--- src/rtl/sed_pkg.sv ---
// Shared types and constants for the string escape decoder.
// No dependencies; the files that use it refer to it by scoped names.
package sed_pkg;

  // Character codes
  localparam logic [7:0] CH_BACKSLASH = 8'h5C;
  localparam logic [7:0] CH_N         = 8'h6E;
  localparam logic [7:0] CH_R         = 8'h72;
  localparam logic [7:0] CH_T         = 8'h74;
  localparam logic [7:0] CH_ZERO      = 8'h30;
  localparam logic [7:0] CH_NINE      = 8'h39;
  localparam logic [7:0] CH_LF        = 8'h0A;
  localparam logic [7:0] CH_CR        = 8'h0D;
  localparam logic [7:0] CH_TAB       = 8'h09;

  // Decimal escape value stops gathering at this limit
  localparam int unsigned ValueLimit = 26;
  localparam int unsigned ValueW     = 9;

  // Result queue between front and back (depth is a power of two)
  localparam int unsigned QueueDepth = 4;
  localparam int unsigned QueuePtrW  = $clog2(QueueDepth);
  localparam int unsigned QueueCntW  = $clog2(QueueDepth + 1);

  // One queue entry: the one or two results caused by one input item
  typedef struct packed {
    logic       two;
    logic [7:0] byte0;
    logic       last0;
    logic [7:0] byte1;
    logic       last1;
  } sed_entry_t;

endpackage

--- src/rtl/sed_in_if.sv ---
// Input channel of the string escape decoder: one source byte per item.
// Depends on nothing.
interface sed_in_if;
  logic       valid;
  logic       ready;
  logic [7:0] in_byte;
  logic       in_last;

  modport source (output valid, output in_byte, output in_last, input ready);
  modport sink   (input valid, input in_byte, input in_last, output ready);
endinterface

--- src/rtl/sed_out_if.sv ---
// Output channel of the string escape decoder: one decoded byte per item.
// Depends on nothing.
interface sed_out_if;
  logic       valid;
  logic       ready;
  logic [7:0] out_byte;
  logic       out_last;

  modport source (output valid, output out_byte, output out_last, input ready);
  modport sink   (input valid, input out_byte, input out_last, output ready);
endinterface

--- src/rtl/sed_front.sv ---
// Front part: accepts source bytes, tracks escape state, forms result entries.
// Depends on sed_pkg and sed_in_if.
module sed_front (
  input  logic              clk_i,
  input  logic              rst_ni,
  sed_in_if.sink            in_i,
  input  logic              full_i,
  output logic              push_o,
  output sed_pkg::sed_entry_t entry_o
);

  typedef enum logic [1:0] {
    MODE_NORMAL = 2'd0,
    MODE_ESCAPE = 2'd1,
    MODE_DIGITS = 2'd2
  } mode_e;

  mode_e                        mode_q, mode_d;
  logic [sed_pkg::ValueW-1:0]   pend_q, pend_d;
  logic                         accept;
  logic                         is_digit;
  logic [3:0]                   dval;
  logic [sed_pkg::ValueW-1:0]   next_val;
  logic                         emit0;
  logic [7:0]                   c;
  logic                         last;

  assign in_i.ready = !full_i;
  assign accept     = in_i.valid && in_i.ready;
  assign c          = in_i.in_byte;
  assign last       = in_i.in_last;

  // Classify the byte and extend the decimal value
  assign is_digit = (c >= sed_pkg::CH_ZERO) && (c <= sed_pkg::CH_NINE);
  assign dval     = 4'(c - sed_pkg::CH_ZERO);
  assign next_val = (pend_q << 3) + (pend_q << 1) + sed_pkg::ValueW'(dval);

  // Decode one byte: next state and the results it causes
  always_comb begin
    mode_d  = mode_q;
    pend_d  = pend_q;
    emit0   = 1'b0;
    entry_o = '0;
    case (mode_q)
      MODE_ESCAPE: begin
        mode_d = MODE_NORMAL;
        if (c == sed_pkg::CH_N) begin
          emit0 = 1'b1;
          entry_o.byte0 = sed_pkg::CH_LF;
          entry_o.last0 = last;
        end else if (c == sed_pkg::CH_R) begin
          emit0 = 1'b1;
          entry_o.byte0 = sed_pkg::CH_CR;
          entry_o.last0 = last;
        end else if (c == sed_pkg::CH_T) begin
          emit0 = 1'b1;
          entry_o.byte0 = sed_pkg::CH_TAB;
          entry_o.last0 = last;
        end else if (c == sed_pkg::CH_BACKSLASH) begin
          emit0 = 1'b1;
          entry_o.byte0 = sed_pkg::CH_BACKSLASH;
          entry_o.last0 = last;
        end else if (is_digit) begin
          if (last) begin
            emit0 = 1'b1;
            entry_o.byte0 = {4'd0, dval};
            entry_o.last0 = 1'b1;
            pend_d = '0;
          end else begin
            mode_d = MODE_DIGITS;
            pend_d = sed_pkg::ValueW'(dval);
          end
        end else begin
          // Unknown escape: backslash, then the byte itself
          emit0 = 1'b1;
          entry_o.two   = 1'b1;
          entry_o.byte0 = sed_pkg::CH_BACKSLASH;
          entry_o.last0 = 1'b0;
          entry_o.byte1 = c;
          entry_o.last1 = last;
        end
      end
      MODE_DIGITS: begin
        if (is_digit) begin
          if ((next_val >= sed_pkg::ValueW'(sed_pkg::ValueLimit)) || last) begin
            emit0 = 1'b1;
            entry_o.byte0 = next_val[7:0];
            entry_o.last0 = last;
            pend_d = '0;
            mode_d = MODE_NORMAL;
          end else begin
            pend_d = next_val;
          end
        end else begin
          // Flush the value, then handle the byte in normal mode
          emit0 = 1'b1;
          entry_o.byte0 = pend_q[7:0];
          entry_o.last0 = 1'b0;
          pend_d = '0;
          if (c == sed_pkg::CH_BACKSLASH && !last) begin
            mode_d = MODE_ESCAPE;
          end else begin
            mode_d = MODE_NORMAL;
            entry_o.two   = 1'b1;
            entry_o.byte1 = c;
            entry_o.last1 = last;
          end
        end
      end
      default: begin
        if (c == sed_pkg::CH_BACKSLASH && !last) begin
          mode_d = MODE_ESCAPE;
        end else begin
          mode_d = MODE_NORMAL;
          emit0 = 1'b1;
          entry_o.byte0 = c;
          entry_o.last0 = last;
        end
      end
    endcase
  end

  assign push_o = accept && emit0;

  // Advance decode state on each accepted item
  always_ff @(posedge clk_i or negedge rst_ni) begin
    if (!rst_ni) begin
      mode_q <= MODE_NORMAL;
      pend_q <= '0;
    end else if (accept) begin
      mode_q <= mode_d;
      pend_q <= pend_d;
    end
  end

`ifndef ASSERT_OFF
  // A string always ends with the decoder back in normal mode
  a_last_resets: assert property (@(posedge clk_i) disable iff (!rst_ni)
    (accept && last) |=> (mode_q == MODE_NORMAL && pend_q == '0))
    else $error("decode state not cleared after last byte");

  // A gathered value stays below the limit while more digits may follow
  a_pend_range: assert property (@(posedge clk_i) disable iff (!rst_ni)
    (mode_q == MODE_DIGITS) |-> (pend_q < sed_pkg::ValueW'(sed_pkg::ValueLimit)))
    else $error("pending value out of range");

  // A last byte always produces a result marked last
  a_last_emits: assert property (@(posedge clk_i) disable iff (!rst_ni)
    (accept && last) |-> (push_o && (entry_o.two ? entry_o.last1 : entry_o.last0)))
    else $error("last byte did not produce a final result");
`endif

endmodule

--- src/rtl/sed_queue.sv ---
// Result queue between front and back: holds entries of one or two bytes.
// Depends on sed_pkg.
module sed_queue (
  input  logic                clk_i,
  input  logic                rst_ni,
  input  logic                push_i,
  input  sed_pkg::sed_entry_t entry_i,
  output logic                full_o,
  input  logic                pop_i,
  output logic                empty_o,
  output sed_pkg::sed_entry_t head_o
);

  sed_pkg::sed_entry_t                mem_q [sed_pkg::QueueDepth];
  logic [sed_pkg::QueuePtrW-1:0]      wr_ptr_q;
  logic [sed_pkg::QueuePtrW-1:0]      rd_ptr_q;
  logic [sed_pkg::QueueCntW-1:0]      cnt_q;

  assign full_o  = (cnt_q == sed_pkg::QueueCntW'(sed_pkg::QueueDepth));
  assign empty_o = (cnt_q == '0);
  assign head_o  = mem_q[rd_ptr_q];

  // Store entries
  always_ff @(posedge clk_i) begin
    if (push_i) begin
      mem_q[wr_ptr_q] <= entry_i;
    end
  end

  // Move pointers and fill count
  always_ff @(posedge clk_i or negedge rst_ni) begin
    if (!rst_ni) begin
      wr_ptr_q <= '0;
      rd_ptr_q <= '0;
      cnt_q    <= '0;
    end else begin
      if (push_i) begin
        wr_ptr_q <= wr_ptr_q + 1'b1;
      end
      if (pop_i) begin
        rd_ptr_q <= rd_ptr_q + 1'b1;
      end
      if (push_i && !pop_i) begin
        cnt_q <= cnt_q + 1'b1;
      end else if (pop_i && !push_i) begin
        cnt_q <= cnt_q - 1'b1;
      end
    end
  end

endmodule

--- src/rtl/sed_back.sv ---
// Back part: sends the one or two bytes of each queued entry in order.
// Depends on sed_pkg and sed_out_if.
module sed_back (
  input  logic                clk_i,
  input  logic                rst_ni,
  input  logic                empty_i,
  input  sed_pkg::sed_entry_t head_i,
  output logic                pop_o,
  sed_out_if.source           out_o
);

  logic second_q;
  logic fire;

  assign out_o.valid    = !empty_i;
  assign out_o.out_byte = second_q ? head_i.byte1 : head_i.byte0;
  assign out_o.out_last = second_q ? head_i.last1 : head_i.last0;
  assign fire           = out_o.valid && out_o.ready;

  // Drop the entry once its final byte has been taken
  assign pop_o = fire && (second_q || !head_i.two);

  // Select first or second byte of the head entry
  always_ff @(posedge clk_i or negedge rst_ni) begin
    if (!rst_ni) begin
      second_q <= 1'b0;
    end else if (fire) begin
      second_q <= head_i.two && !second_q;
    end
  end

endmodule

--- src/rtl/string_escape_decoder_unit.sv ---
// Top level of the string escape decoder: front, result queue and back.
// Depends on sed_pkg, sed_in_if, sed_out_if, sed_front, sed_queue, sed_back.
//
//   channel  dir  payload            handshake
//   in_i     in   in_byte, in_last   valid/ready
//   out_o    out  out_byte, out_last valid/ready
//
// One input byte is taken per cycle while the four-entry result queue has room.
// Each byte yields zero, one or two output bytes; the back sends one per cycle
// while out_o.ready is high, so the two results of one item go out in turn.
// Results reach the output through the registered result queue.
// Reset (rst_ni low) clears decode state and empties the queue.
// Output stalls back up through the queue to in_i.ready when it is full.
module string_escape_decoder_unit (
  input  logic      clk_i,
  input  logic      rst_ni,
  sed_in_if.sink    in_i,
  sed_out_if.source out_o
);

  logic                push;
  logic                pop;
  logic                full;
  logic                empty;
  sed_pkg::sed_entry_t entry;
  sed_pkg::sed_entry_t head;

  sed_front u_front (
    .clk_i   (clk_i),
    .rst_ni  (rst_ni),
    .in_i    (in_i),
    .full_i  (full),
    .push_o  (push),
    .entry_o (entry)
  );

  sed_queue u_queue (
    .clk_i   (clk_i),
    .rst_ni  (rst_ni),
    .push_i  (push),
    .entry_i (entry),
    .full_o  (full),
    .pop_i   (pop),
    .empty_o (empty),
    .head_o  (head)
  );

  sed_back u_back (
    .clk_i   (clk_i),
    .rst_ni  (rst_ni),
    .empty_i (empty),
    .head_i  (head),
    .pop_o   (pop),
    .out_o   (out_o)
  );

endmodule

--- src/flat_wrapper.sv ---
// flat-port wrapper written by rule: the top's interface ports become plain ports
module string_escape_decoder_unit_flat 
  (clk_i, rst_ni, in_i_valid, in_i_in_byte, in_i_in_last, in_i_ready, out_o_valid, out_o_out_byte, out_o_out_last, out_o_ready);
  sed_in_if in_i_i ();
  sed_out_if out_o_i ();
  input  logic clk_i;
  input  logic rst_ni;
  input wire logic [$bits(in_i_i.valid)-1:0] in_i_valid;
  input wire logic [$bits(in_i_i.in_byte)-1:0] in_i_in_byte;
  input wire logic [$bits(in_i_i.in_last)-1:0] in_i_in_last;
  output wire logic [$bits(in_i_i.ready)-1:0] in_i_ready;
  output wire logic [$bits(out_o_i.valid)-1:0] out_o_valid;
  output wire logic [$bits(out_o_i.out_byte)-1:0] out_o_out_byte;
  output wire logic [$bits(out_o_i.out_last)-1:0] out_o_out_last;
  input wire logic [$bits(out_o_i.ready)-1:0] out_o_ready;
  assign in_i_i.valid = in_i_valid;
  assign in_i_i.in_byte = in_i_in_byte;
  assign in_i_i.in_last = in_i_in_last;
  assign in_i_ready = in_i_i.ready;
  assign out_o_valid = out_o_i.valid;
  assign out_o_out_byte = out_o_i.out_byte;
  assign out_o_out_last = out_o_i.out_last;
  assign out_o_i.ready = out_o_ready;
  string_escape_decoder_unit u_core (.clk_i(clk_i), .rst_ni(rst_ni), .in_i(in_i_i), .out_o(out_o_i));
endmodule
--- config.mk ---
export PLATFORM = sky130hd
export DESIGN_NAME = string_escape_decoder_unit_flat
export DESIGN_NICKNAME = d
export VERILOG_FILES = /design/src/rtl/sed_pkg.sv /design/src/rtl/sed_in_if.sv /design/src/rtl/sed_out_if.sv /design/src/rtl/sed_front.sv /design/src/rtl/sed_queue.sv /design/src/rtl/sed_back.sv /design/src/rtl/string_escape_decoder_unit.sv /design/src/flat_wrapper.sv
export SDC_FILE = /design/constraint.sdc
export NUM_CORES = 1
export LEC_CHECK = 0
export ABC_AREA = 1
export BUFFER_PORTS_ARGS = -buffer_cell sky130_fd_sc_hd__clkbuf_2
export CAP_MARGIN = 20
export CORE_ASPECT_RATIO = 1.4
export CORE_UTILIZATION = 55
export DETAILED_ROUTE_END_ITERATION = 16
export PLACE_DENSITY = 0.73
export SYNTH_ARGS = -nofsm -noshare
export SYNTH_HDL_FRONTEND = slang
export SYNTH_SLANG_ARGS = --single-unit
--- constraint.sdc ---
create_clock -name clk_i -period 9.4 [get_ports clk_i]
set_clock_uncertainty 0.2 [all_clocks]
set_input_delay 0 -clock clk_i [delete_from_list [all_inputs] [get_ports clk_i]]
set_output_delay 0 -clock clk_i [all_outputs]
set_load 0.01 [all_outputs]
==> flow_metrics.py, run 1 <==
metrics = {
    "drt": {
        "dr_wl_met2_um": 6500,
        "wl_met3_um": 525,
        "drt_iter0_drc": 233,
        "drt-total-wl_um": 12300,
        "via_count": 4016,
        "final_antenna_net_count": 0,
        "drc": 0,
        "dr.pass1.iters": 5,
        "wl_per_cell_um": 18.0,
        "viasPerCell": 5.88,
        "top_layer": "met4",
        "wl_met1_um": 4700,
    },
    "layout": {
        "multiInputGateArea_um2": 1910,
        "drive_above_1_share_pct": 9.52,
        "final_cell_mix": "97 x nor2_1, 76 x edfxtp_1, 73 x nand2_1, 59 x inv_1, 47 x o21ai_0",
        "final_common_cell": "nor2_1",
        "register_area_um2": 2730,
        "diodes": 0,
        "layout.nets": 608,
        "syn2layout_area_growth_pct": 11.7,
        "stdcell_area_um2": 5550,
        "n_fill_cell": 726,
    },
    "worst_setup_path": {
        "r2r_slack_ps": 5670,
        "crit_type": "in -> reg",
        "cp-end-kind": "register",
        "critPathMaxFanout": 7,
        "worstSetupStartpointType": "input port",
        "arrival_ps": 3850,
        "cp.required_ps": 9430,
    },
    "floorplan": {
        "rows": 40,
        "die_h_um": 115,
        "dieWidth_um": 82.4,
        "start_util_pct": 57.4,
        "core_um2": 8660,
        "die_area_um2": 9430,
        "ioPinCount": 24,
    },
    "logic_synthesis": {
        "synth.ff_latch_count": 94,
        "ys_seq_area_share_pct": 54.9,
        "synth_area_um2": 4970,
        "avgSynthCellArea_um2": 9.16,
        "yosysTopAreaCellShare_pct": 45.9,
        "synth_cell_types": 33,
        "synth_nets": 578,
        "synth_area_leaders": "edfxtp_1 46%, dfrtp_1 9.1%, nor2_1 7.3%",
        "yosys_most_used_dff": "edfxtp_1",
        "synth-edff-count": 76,
        "yosys_warnings": 0,
        "synth_largest_area_cell": "edfxtp_1",
        "synthCells": 543,
        "async_reset_ff_share_pct": 19.1,
    },
    "pwr": {
        "leakage_uw": 0.00234,
        "peakVddDrop_mv": 0.220,
        "power_density_nw_per_um2": 257,
    },
    "cts": {
        "htreeDepth": 3,
        "path_clk_slew_ps": 60,
        "ctsResizeCount": 0,
        "cts_buffers": 9,
        "clk_root_buffer_cell": "clkbuf_16",
        "clock-sinks": 94,
        "hold_buffers": 10,
        "worstSkewPairLatency_ps": 340,
        "clk_path_buf_depth": 2,
        "post-cts-setup-buffers": 0,
        "cts_tree": "yes",
    },
    "hold_path": {
        "min-delay-path-class": "in -> reg",
    },
    "sta": {
        "max_freq_mhz": 262,
        "holdWs_ps": 34.1,
        "fin_crit_sh_pct": 40.6,
        "fin_tns_setup_ps": 0,
        "max-slew-margin-rel_pct": 30.6,
        "rsz0062_at_grt": "false",
        "tightest_slew_ps": 1040,
        "hold_viol_final": 0,
        "layout_min_cycle_time_ps": 3820,
        "setup_viol": 0,
        "slew_viol_final": 0,
    },
    "place": {
        "port_buffers": 23,
        "place_area_um2": 5180,
        "dp_hpwl_um": 8530,
        "gp_congestion": 0.987,
    },
    "job": {
        "drv_cap": 0,
    },
    "outcome": {
        "status": "finished, final reports clean",
    },
    "global_routing": {
        "grt_max_degree": 42,
        "antenna_found_initial": 0,
        "grt_util_all_layers_pct": 28.3,
        "grt_pass1_vias": 3886,
        "overflow": 0,
        "grt_pass1_wl_um": 19100,
    },
}
-- report_power, final --
group          switching [uW]  internal (uW)
logic                     337            168
clock network             149            185
registers                43.8            544
-- synthesized netlist by cell type, types with 3 or more instances --
cell / n
a21oi_1: 24
a31oi_1: 13
clkbuf_1: 18
dfrtp_1: 18
edfxtp_1: 76
fa_1: 3
ha_1: 19
inv_1: 59
inv_2: 6
nand2_1: 73
nand3_1: 34
nand4_1: 13
nor2_1: 97
nor3_1: 8
o21ai_0: 47
o22ai_1: 13
-- stage by stage --
stage               instances  power [uW]  util, %  setup WS [ps]
CTS                       683        1440     64.1           5610
global placement          656        1070     59.8           5830
global route              683        1520     64.1           5360
floorplan                 543         933        -           5840
detailed placement        657        1100     59.8           5710
finish                    683        1430     64.1           5580
-- kinds of logic (layout without fill, tap and decap cells) --
family,after synthesis,count (layout),synth area share [%]
buf+inv,86,121,6.67
xor+xnor,3,3,0.528
compound gates,107,107,11.9
fa+ha+maj,22,22,5.99
simple gates,231,231,20.0
flops,94,94,54.9
-- area by class of cell --
| cell class | count | share of cell area, % |
|---|---|---|
| Sequential cell | 94 | 49.2 |
| Multi-Input combinational cell | 363 | 34.4 |
| Timing Repair Buffer | 39 | 4.62 |
| Inverter | 66 | 4.46 |
| Clock buffer | 10 | 4.30 |
| Tap cell | 105 | 2.37 |
| Clock inverter | 6 | 0.676 |
-- critical path: stages --
cell and delay [ps]:
dlygate4sd3_1 530, clkbuf_2 190, inv_1 140, fa_1 560, fa_1 580, inv_1 50
o21ai_0 70, nor2_1 60, nor2_1 80, nand3_1 90, nor2_1 120, nand3_1 130
nand2_1 130, nand2_2 100, nand2_4 100, inv_1 50, ha_1 170, inv_1 100
fa_1 430, nor2_1 120, a21oi_1 50
-- flip-flops by register name (all words and copies together), names as in the netlist --
signal / flops
u_core.u_front.pend_q: 8
u_core.u_queue.wr_ptr_q: 2
u_core.u_queue.rd_ptr_q: 2
u_core.u_queue.cnt_q: 3
u_core.u_back.second_q: 1
u_core.u_front.mode_q: 2
u_core.u_queue.mem_q: 76
-- final timing paths --
check	start	to	cells after the start
max	in_i_in_byte[3]	u_core.u_queue.cnt_q[1]$_DFFE_PN0P_	21
min	in_i_in_byte[7]	u_core.u_queue.mem_q[2][8]$_DFFE_PP_	3
min in group asynchronous	rst_ni	u_core.u_queue.rd_ptr_q[1]$_DFFE_PN0P_	3
min reg2reg	u_core.u_front.mode_q[1]$_DFFE_PN0P_	u_core.u_front.mode_q[1]$_DFFE_PN0P_	2
max in group asynchronous	rst_ni	u_core.u_front.mode_q[1]$_DFFE_PN0P_	3
max reg2reg	u_core.u_front.pend_q[0]$_DFFE_PN0P_	u_core.u_queue.cnt_q[1]$_DFFE_PN0P_	19
-- routing by layer --
layer	up-vias	track usage (%)
li1	1924	-
met1	1905	31.6
met2	144	50.6
met3	43	3.67
met4	0	15.4
met5	-	0
Note: power is estimated with default switching activity, not from simulation.
==> run 2, diff against run 1 <==
--- a/config.mk
+++ b/config.mk
@@ -5,13 +5,13 @@
 export SDC_FILE = /design/constraint.sdc
 export NUM_CORES = 1
 export LEC_CHECK = 0
-export ABC_AREA = 1
+export ABC_AREA = 0
 export BUFFER_PORTS_ARGS = -buffer_cell sky130_fd_sc_hd__clkbuf_2
 export CAP_MARGIN = 20
 export CORE_ASPECT_RATIO = 1.4
 export CORE_UTILIZATION = 55
 export DETAILED_ROUTE_END_ITERATION = 16
-export PLACE_DENSITY = 0.73
+export PLACE_DENSITY = 0.75
 export SYNTH_ARGS = -nofsm -noshare
 export SYNTH_HDL_FRONTEND = slang
 export SYNTH_SLANG_ARGS = --single-unit
==> constraint.sdc (replaced) <==
create_clock -name clk_i -period 3.18 [get_ports clk_i]
set_clock_uncertainty 0.2 [all_clocks]
set_input_delay 0 -clock clk_i [delete_from_list [all_inputs] [get_ports clk_i]]
set_output_delay 0 -clock clk_i [all_outputs]
set_load 0.01 [all_outputs]
==> run 2 against run 1 <==
  * The flow now finishes with violations (setup timing)
  * Utilization increased by 13 points
  * Wire length increased by 3.6%
  * Critical path depth decreased by 8
  * Clock power increased to 3.2 times the previous value
  * Largest power group unchanged
==> flow_metrics.py, run 2 <==
metrics = {
    "worst_setup_path": {
        "path_delay_family": "adder cells",
        "crit_path_start": "u_core.u_front.pend_q[0]$_DFFE_PN0P_",
        "r2r_slack_ps": -400,
        "cp-end-kind": "register",
        "critPathMaxFanout": 2,
        "rr_startpoint": "u_core.u_front.pend_q[0]$_DFFE_PN0P_",
        "arrival_ps": 3620,
        "cp_slowest_cell": "fa_1",
        "reg2reg_depth": 13,
        "worstSetupStartpointType": "register",
        "crit_type": "reg -> reg",
        "critical_path_buf_inv_count": 2,
        "slowest_delay_ps": 450,
        "cp.required_ps": 3210,
        "crit_chain": "inv_2 -> fa_1 -> fa_2 -> and2b_2 -> o211ai_1 -> a21oi_2 -> xor2_2 -> and4_4 -> nor2_4 -> ha_4 -> inv_2 -> fa_2 -> mux2_2",
        "rr_endpoint": "u_core.u_queue.cnt_q[1]$_DFFE_PN0P_",
    },
    "floorplan": {
        "rows": 40,
        "start_util_pct": 57.6,
        "die_area_um2": 9510,
        "dieWidth_um": 82.7,
        "ioPinCount": 24,
        "die_h_um": 115,
        "core_um2": 8710,
    },
    "layout": {
        "largest_reg_flops": 76,
        "stdcell_area_um2": 6680,
        "final_common_cell": "edfxtp_1",
        "final_cells": 585,
        "final_cell_mix": "76 x edfxtp_1, 62 x buf_4, 23 x clkbuf_2, 21 x nand2_1, 19 x mux4_2",
        "drive_above_1_share_pct": 42.7,
        "layout.nets": 511,
        "largest-register": "u_core.u_queue.mem_q",
        "diodes": 0,
        "final_core_util_pct": 76.7,
        "reg_top3": "u_core.u_queue.mem_q (76), u_core.u_front.pend_q (8), u_core.u_queue.cnt_q (3)",
        "syn2layout_area_growth_pct": 33.2,
    },
    "hold_path": {
        "worstHoldEndpoint": "u_core.u_front.pend_q[2]$_DFFE_PN0P_",
        "whs_path_depth": 5,
        "min-delay-path-class": "in -> reg",
        "min_from": "in_i_in_byte[2]",
    },
    "sta": {
        "fin_crit_sh_pct": 113,
        "setup_viol": 99,
        "max_freq_mhz": 279,
        "fin_tns_setup_ps": -27200,
        "rsz0062_at_grt": "true",
        "layout_min_cycle_time_ps": 3580,
        "hold_viol_final": 0,
        "slew_viol_final": 0,
        "tightest_slew_ps": 931,
        "max-slew-margin-rel_pct": 37.8,
        "worst_slack_ps": -402,
    },
    "cts": {
        "worstSkewPairLatency_ps": 350,
        "clock-sinks": 94,
        "htreeDepth": 3,
        "path_clk_slew_ps": 60,
        "cts_tree": "yes",
        "clk_path_buf_depth": 2,
        "cts_buffers": 9,
        "clk_root_buffer_cell": "clkbuf_16",
    },
    "drt": {
        "final_antenna_net_count": 0,
        "dr_wl_met2_um": 6520,
        "via_count": 3706,
        "dr.pass1.iters": 7,
        "drt_iter0_drc": 387,
        "viasPerCell": 6.34,
        "wl_met3_um": 800,
        "drc": 0,
        "wl_per_cell_um": 21.7,
        "drt-total-wl_um": 12700,
        "top_layer": "met4",
        "wl_met1_um": 4600,
    },
    "logic_synthesis": {
        "synth_cell_types": 70,
        "synth-edff-count": 76,
        "yosys-top-cells-count": "76 x edfxtp_1, 21 x nand2_1, 19 x ha_1, 19 x mux4_2",
        "synth_area_leaders": "edfxtp_1 45%, dfrtp_1 9.0%, mux4_2 8.5%",
        "yosys_most_used_dff": "edfxtp_1",
        "synth_largest_area_cell": "edfxtp_1",
        "synth_area_um2": 5020,
        "yosys_warnings": 0,
        "synth_most_common_cell": "edfxtp_1",
        "async_reset_ff_share_pct": 19.1,
        "synth.ff_latch_count": 94,
        "ys_seq_area_share_pct": 54.5,
        "avgSynthCellArea_um2": 13.7,
        "yosysTopAreaCellShare_pct": 45.5,
        "synthCells": 365,
        "synth_nets": 400,
    },
    "pwr": {
        "power_density_nw_per_um2": 653,
        "fin_total_pwr_uw": 4360,
        "peakVddDrop_mv": 0.700,
        "leakage_uw": 0.00261,
    },
    "place": {
        "dp_hpwl_um": 7290,
        "port_buffers": 23,
        "gp_congestion": 0.904,
        "placedCellCount": 520,
        "place_area_um2": 5640,
    },
    "global_routing": {
        "grt_util_all_layers_pct": 27.7,
        "grt_max_degree": 21,
        "antenna_found_initial": 0,
        "overflow": 0,
        "grt_pass1_wl_um": 18700,
        "grt_pass1_vias": 3690,
    },
    "outcome": {
        "violations": "setup timing",
        "status": "finished, violations left",
    },
    "job": {
        "drv_cap": 0,
    },
}
-- run 2: logic make-up (layout without fill, tap and decap cells) --
| group | Yosys count | in the layout | share of synthesized area (%) |
|---|---|---|---|
| simple gates | 96 | 96 | 12.2 |
| flops | 94 | 94 | 54.5 |
| compound gates | 70 | 70 | 10.1 |
| buf+inv | 35 | 150 | 2.82 |
| mux | 34 | 34 | 11.8 |
| fa+ha+maj | 22 | 22 | 5.94 |
| xor+xnor | 14 | 14 | 2.74 |
-- run 2: metrics by stage --
stage / hold WS, ps / setup slack, ps
2_1_floorplan: -496 / -464
5_1_grt: 52.9 / -488
4_1_cts: 35.9 / -354
3_5_place_dp: -210 / -425
3_3_place_gp: -223 / -289
6_report: 39.3 / -402
-- run 2: area by class of cell --
class / count / area [um^2]
Multi-Input combinational cell: 236 / 2440
Sequential cell: 94 / 2730
Inverter: 19 / 71.3
Timing Repair Buffer: 116 / 1020
Clock inverter: 5 / 60.1
Fill cell: 499 / 2030
Clock buffer: 10 / 229
Tap cell: 105 / 131
-- run 2: worst max path at each step --
stage / endpoint / slack (ps) / cells after the start
5_1_grt: u_core.u_queue.cnt_q[1]$_DFFE_PN0P_ / -490 / 14
3_3_place_gp: u_core.u_queue.cnt_q[2]$_DFFE_PN0P_ / -290 / 15
6_report: u_core.u_queue.cnt_q[1]$_DFFE_PN0P_ / -400 / 13
3_5_place_dp: u_core.u_queue.cnt_q[2]$_DFFE_PN0P_ / -430 / 15
4_1_cts: u_core.u_queue.cnt_q[1]$_DFFE_PN0P_ / -350 / 13
2_1_floorplan: u_core.u_queue.cnt_q[1]$_DFFE_PN0P_ / -460 / 14
-- run 2: worst register-to-register path: stages, from the launching register on --
cell and delay, ps:
dfrtp_1 390, inv_2 80, fa_1 450, fa_2 370, and2b_2 250, o211ai_1 120
a21oi_2 230, xor2_2 170, and4_4 270, nor2_4 50, ha_4 160, inv_2 50
fa_2 410, mux2_2 260
-- run 2: metal layers --
layer	vias to the layer above	GRT usage, %
met2	194	45.1
li1	1643	-
met5	-	0
met1	1807	34.2
met3	62	5.40
met4	0	14.9
-- run 2: where the power goes --
part           switching [uW]  total (uW)  leakage [uW]  internal, uW
Combinational             741        1600       0.00154           859
Sequential               96.0        1690      0.000935          1600
Clock                     461        1070      0.000139           608
Total                    1300        4360       0.00261          3060
-- run 2: repair_timing --
| item | in CTS | in global routing |
|---|---|---|
| setup buffers | 34 | 8 |
| hold buffers | 11 | 0 |
| endpoints found under the hold margin | 49 | 0 |
| gates cloned | 3 | 3 |
| setup endpoints to repair | 99 | 111 |
| resized for setup | 31 | 20 |
| pin swaps | 20 | 17 |
==> run 3, diff against run 2 <==
--- a/config.mk
+++ b/config.mk
@@ -8,10 +8,12 @@
 export ABC_AREA = 0
 export BUFFER_PORTS_ARGS = -buffer_cell sky130_fd_sc_hd__clkbuf_2
 export CAP_MARGIN = 20
+export CELL_PAD_IN_SITES_DETAIL_PLACEMENT = 2
+export CELL_PAD_IN_SITES_GLOBAL_PLACEMENT = 2
 export CORE_ASPECT_RATIO = 1.4
-export CORE_UTILIZATION = 55
+export CORE_UTILIZATION = 40
 export DETAILED_ROUTE_END_ITERATION = 16
-export PLACE_DENSITY = 0.75
+export PLACE_DENSITY_LB_ADDON = 0.1
 export SYNTH_ARGS = -nofsm -noshare
 export SYNTH_HDL_FRONTEND = slang
 export SYNTH_SLANG_ARGS = --single-unit
==> run 3 against run 2 <==
  * The run still ends with setup timing left
  * Global-route usage down 3.4 points
  * Wire length is 29% higher
  * Largest power group unchanged
  * Critical path type unchanged
  * Sequential share of layout area fell by 0.24 points
  * Highest routed layer unchanged
  * Utilization fell by 22 points
  * Clock power is 17% higher
==> flow_metrics.py, run 3 (synthesis results as in run 2) <==
metrics = {
    "outcome": {
        "status": "finished, violations left",
        "violations": "setup timing",
    },
    "sta": {
        "holdWs_ps": 25.4,
        "worst_slack_ps": -472,
        "tightest_slew_ps": 866,
        "max_freq_mhz": 274,
        "setup_viol": 102,
        "layout_min_cycle_time_ps": 3650,
        "hold_viol_final": 0,
        "max-slew-margin-rel_pct": 41.8,
        "rsz0062_at_grt": "true",
        "slew_viol_final": 0,
        "fin_crit_sh_pct": 115,
    },
    "worst_setup_path": {
        "critPathMaxFanout": 2,
        "r2r_slack_ps": -470,
        "cp_slowest_cell": "fa_2",
        "crit_top_cell": "fa_2",
        "crit_chain": "inv_1 -> fa_2 -> fa_2 -> and2b_2 -> o211ai_1 -> a21oi_2 -> xor2_2 -> and4_4 -> nor2_4 -> ha_4 -> inv_2 -> fa_2 -> mux2_2",
        "rr_endpoint": "u_core.u_queue.cnt_q[1]$_DFFE_PN0P_",
        "cp-end-kind": "register",
        "cp.required_ps": 3220,
        "reg2reg_depth": 13,
        "worstSetupStartpointType": "register",
        "rr_startpoint": "u_core.u_front.pend_q[2]$_DFFE_PN0P_",
        "arrival_ps": 3690,
        "slowest_delay_ps": 460,
        "crit_type": "reg -> reg",
    },
    "cts": {
        "path_clk_slew_ps": 70,
        "clock-sinks": 94,
        "worstSkewPairLatency_ps": 350,
        "htreeDepth": 3,
        "clk_path_buf_depth": 2,
        "cts_buffers": 9,
        "clk_root_buffer_cell": "clkbuf_16",
        "cts_tree": "yes",
    },
    "drt": {
        "wl_met3_um": 538,
        "top_layer": "met4",
        "via_count": 3581,
        "final_antenna_net_count": 0,
        "drt-total-wl_um": 16400,
        "wl_per_cell_um": 26.6,
        "drt_iter0_drc": 157,
        "dr_wl_met2_um": 8760,
        "drc": 0,
        "dr.pass1.iters": 4,
        "wl_met1_um": 6490,
        "viasPerCell": 5.80,
    },
    "layout": {
        "final_cell_mix": "76 x edfxtp_1, 48 x buf_4, 23 x clkbuf_2, 21 x nand2_1, 19 x mux4_2",
        "layout.nets": 497,
        "reg_top3": "u_core.u_queue.mem_q (76), u_core.u_front.pend_q (8), u_core.u_queue.cnt_q (3)",
        "syn2layout_area_growth_pct": 34.0,
        "final_common_cell": "edfxtp_1",
        "largest_reg_flops": 76,
        "largest-register": "u_core.u_queue.mem_q",
        "diodes": 0,
        "final_cells": 617,
        "drive_above_1_share_pct": 42.6,
    },
    "pwr": {
        "clockPowerShare_pct": 26.8,
        "leakage_uw": 0.00258,
        "swShare_pct": 30.8,
        "sequentialPowerShare_pct": 36.6,
        "peakVddDrop_mv": 0.435,
        "power_switching_uw": 1440,
        "fin_total_pwr_uw": 4670,
        "combPwrFrac_pct": 36.6,
        "p_int_uw": 3230,
        "power_density_nw_per_um2": 695,
    },
    "place": {
        "dp_slack_ps": -493,
        "port_buffers": 23,
        "dp_hpwl_um": 10100,
        "placedCellCount": 569,
        "gp_congestion": 0.786,
    },
    "floorplan": {
        "die_area_um2": 13000,
        "rows": 48,
        "core_um2": 12300,
        "die_h_um": 135,
        "ioPinCount": 24,
        "dieWidth_um": 96.7,
        "start_util_pct": 41.0,
    },
    "global_routing": {
        "grt_util_all_layers_pct": 24.3,
        "overflow": 0,
        "grt_max_degree": 23,
        "grt_pass1_wl_um": 23400,
        "grt_pass1_vias": 4009,
        "antenna_found_initial": 0,
    },
    "hold_path": {
        "worstHoldEndpoint": "u_core.u_queue.mem_q[2][5]$_DFFE_PP_",
        "whs_path_depth": 2,
        "min-delay-path-class": "in -> reg",
        "min_from": "in_i_in_byte[4]",
    },
    "job": {
        "drv_cap": 0,
    },
}
-- run 3: worst max-delay path by stage --
stage	start	to	slack, ps
after floorplan	u_core.u_front.pend_q[1]$_DFFE_PN0P_	u_core.u_queue.cnt_q[1]$_DFFE_PN0P_	-460
final	u_core.u_front.pend_q[2]$_DFFE_PN0P_	u_core.u_queue.cnt_q[1]$_DFFE_PN0P_	-470
after global routing	u_core.u_front.pend_q[0]$_DFFE_PN0P_	u_core.u_queue.cnt_q[1]$_DFFE_PN0P_	-540
after CTS	u_core.u_front.pend_q[0]$_DFFE_PN0P_	u_core.u_queue.cnt_q[1]$_DFFE_PN0P_	-420
after detailed placement	u_core.u_front.pend_q[2]$_DFFE_PN0P_	u_core.u_queue.cnt_q[2]$_DFFE_PN0P_	-490
after global placement	u_core.u_front.pend_q[0]$_DFFE_PN0P_	u_core.u_queue.cnt_q[2]$_DFFE_PN0P_	-330
-- run 3: worst max-delay path: cells and delay by family (launching register included) --
family                     cells  cell delay, ps
xor gates and xnor gates       1             190
and+or+nand+nor                3             570
adders and majority gates      4            1410
AOI/OAI and AO/OA              2             370
muxes                          1             270
buffers and inverters          2             130
DFF                            1             390
-- run 3: routing by layer --
layer	global-route usage, %	vias up
met5	0	-
met4	11.5	0
met3	3.83	43
met2	43.0	89
met1	28.9	1850
li1	-	1599
-- run 3: layout make-up --
cell class | instances | area [um^2]
fillers | 1120 | 5530
flip-flops and latches | 94 | 2730
multi-input cells | 236 | 2470
repair buffers | 102 | 922
clock buffers | 11 | 253
well taps | 150 | 188
clock inverters | 5 | 87.6
inverters | 19 | 71.3
-- run 3: power by group through the flow --
stage | logic [uW] | clock network [uW] | registers [uW]
after floorplan | 982 | 0 | 1680
after global placement | 1420 | 0 | 1690
after detailed placement | 1480 | 0 | 1730
after CTS | 1540 | 1260 | 1710
after global routing | 1830 | 1300 | 1730
final | 1710 | 1250 | 1710
-- run 3: what timing repair did --
item,CTS,global route
setup endpoints to repair,108,115
hold buffers,11,0
endpoints found under the hold margin,45,0
setup buffers,7,8
cloned,0,7
gates resized for setup,19,27
pin swaps,15,13
-- run 3: per-stage QoR --
step	cell area, um^2	util, %	TNS [ps]
after floorplan	5090	-	-19710
after global placement	5720	46.7	-8670
after detailed placement	5720	46.7	-20420
after CTS	6360	51.9	-14790
after global routing	6720	54.9	-39640
final	6720	54.9	-29820
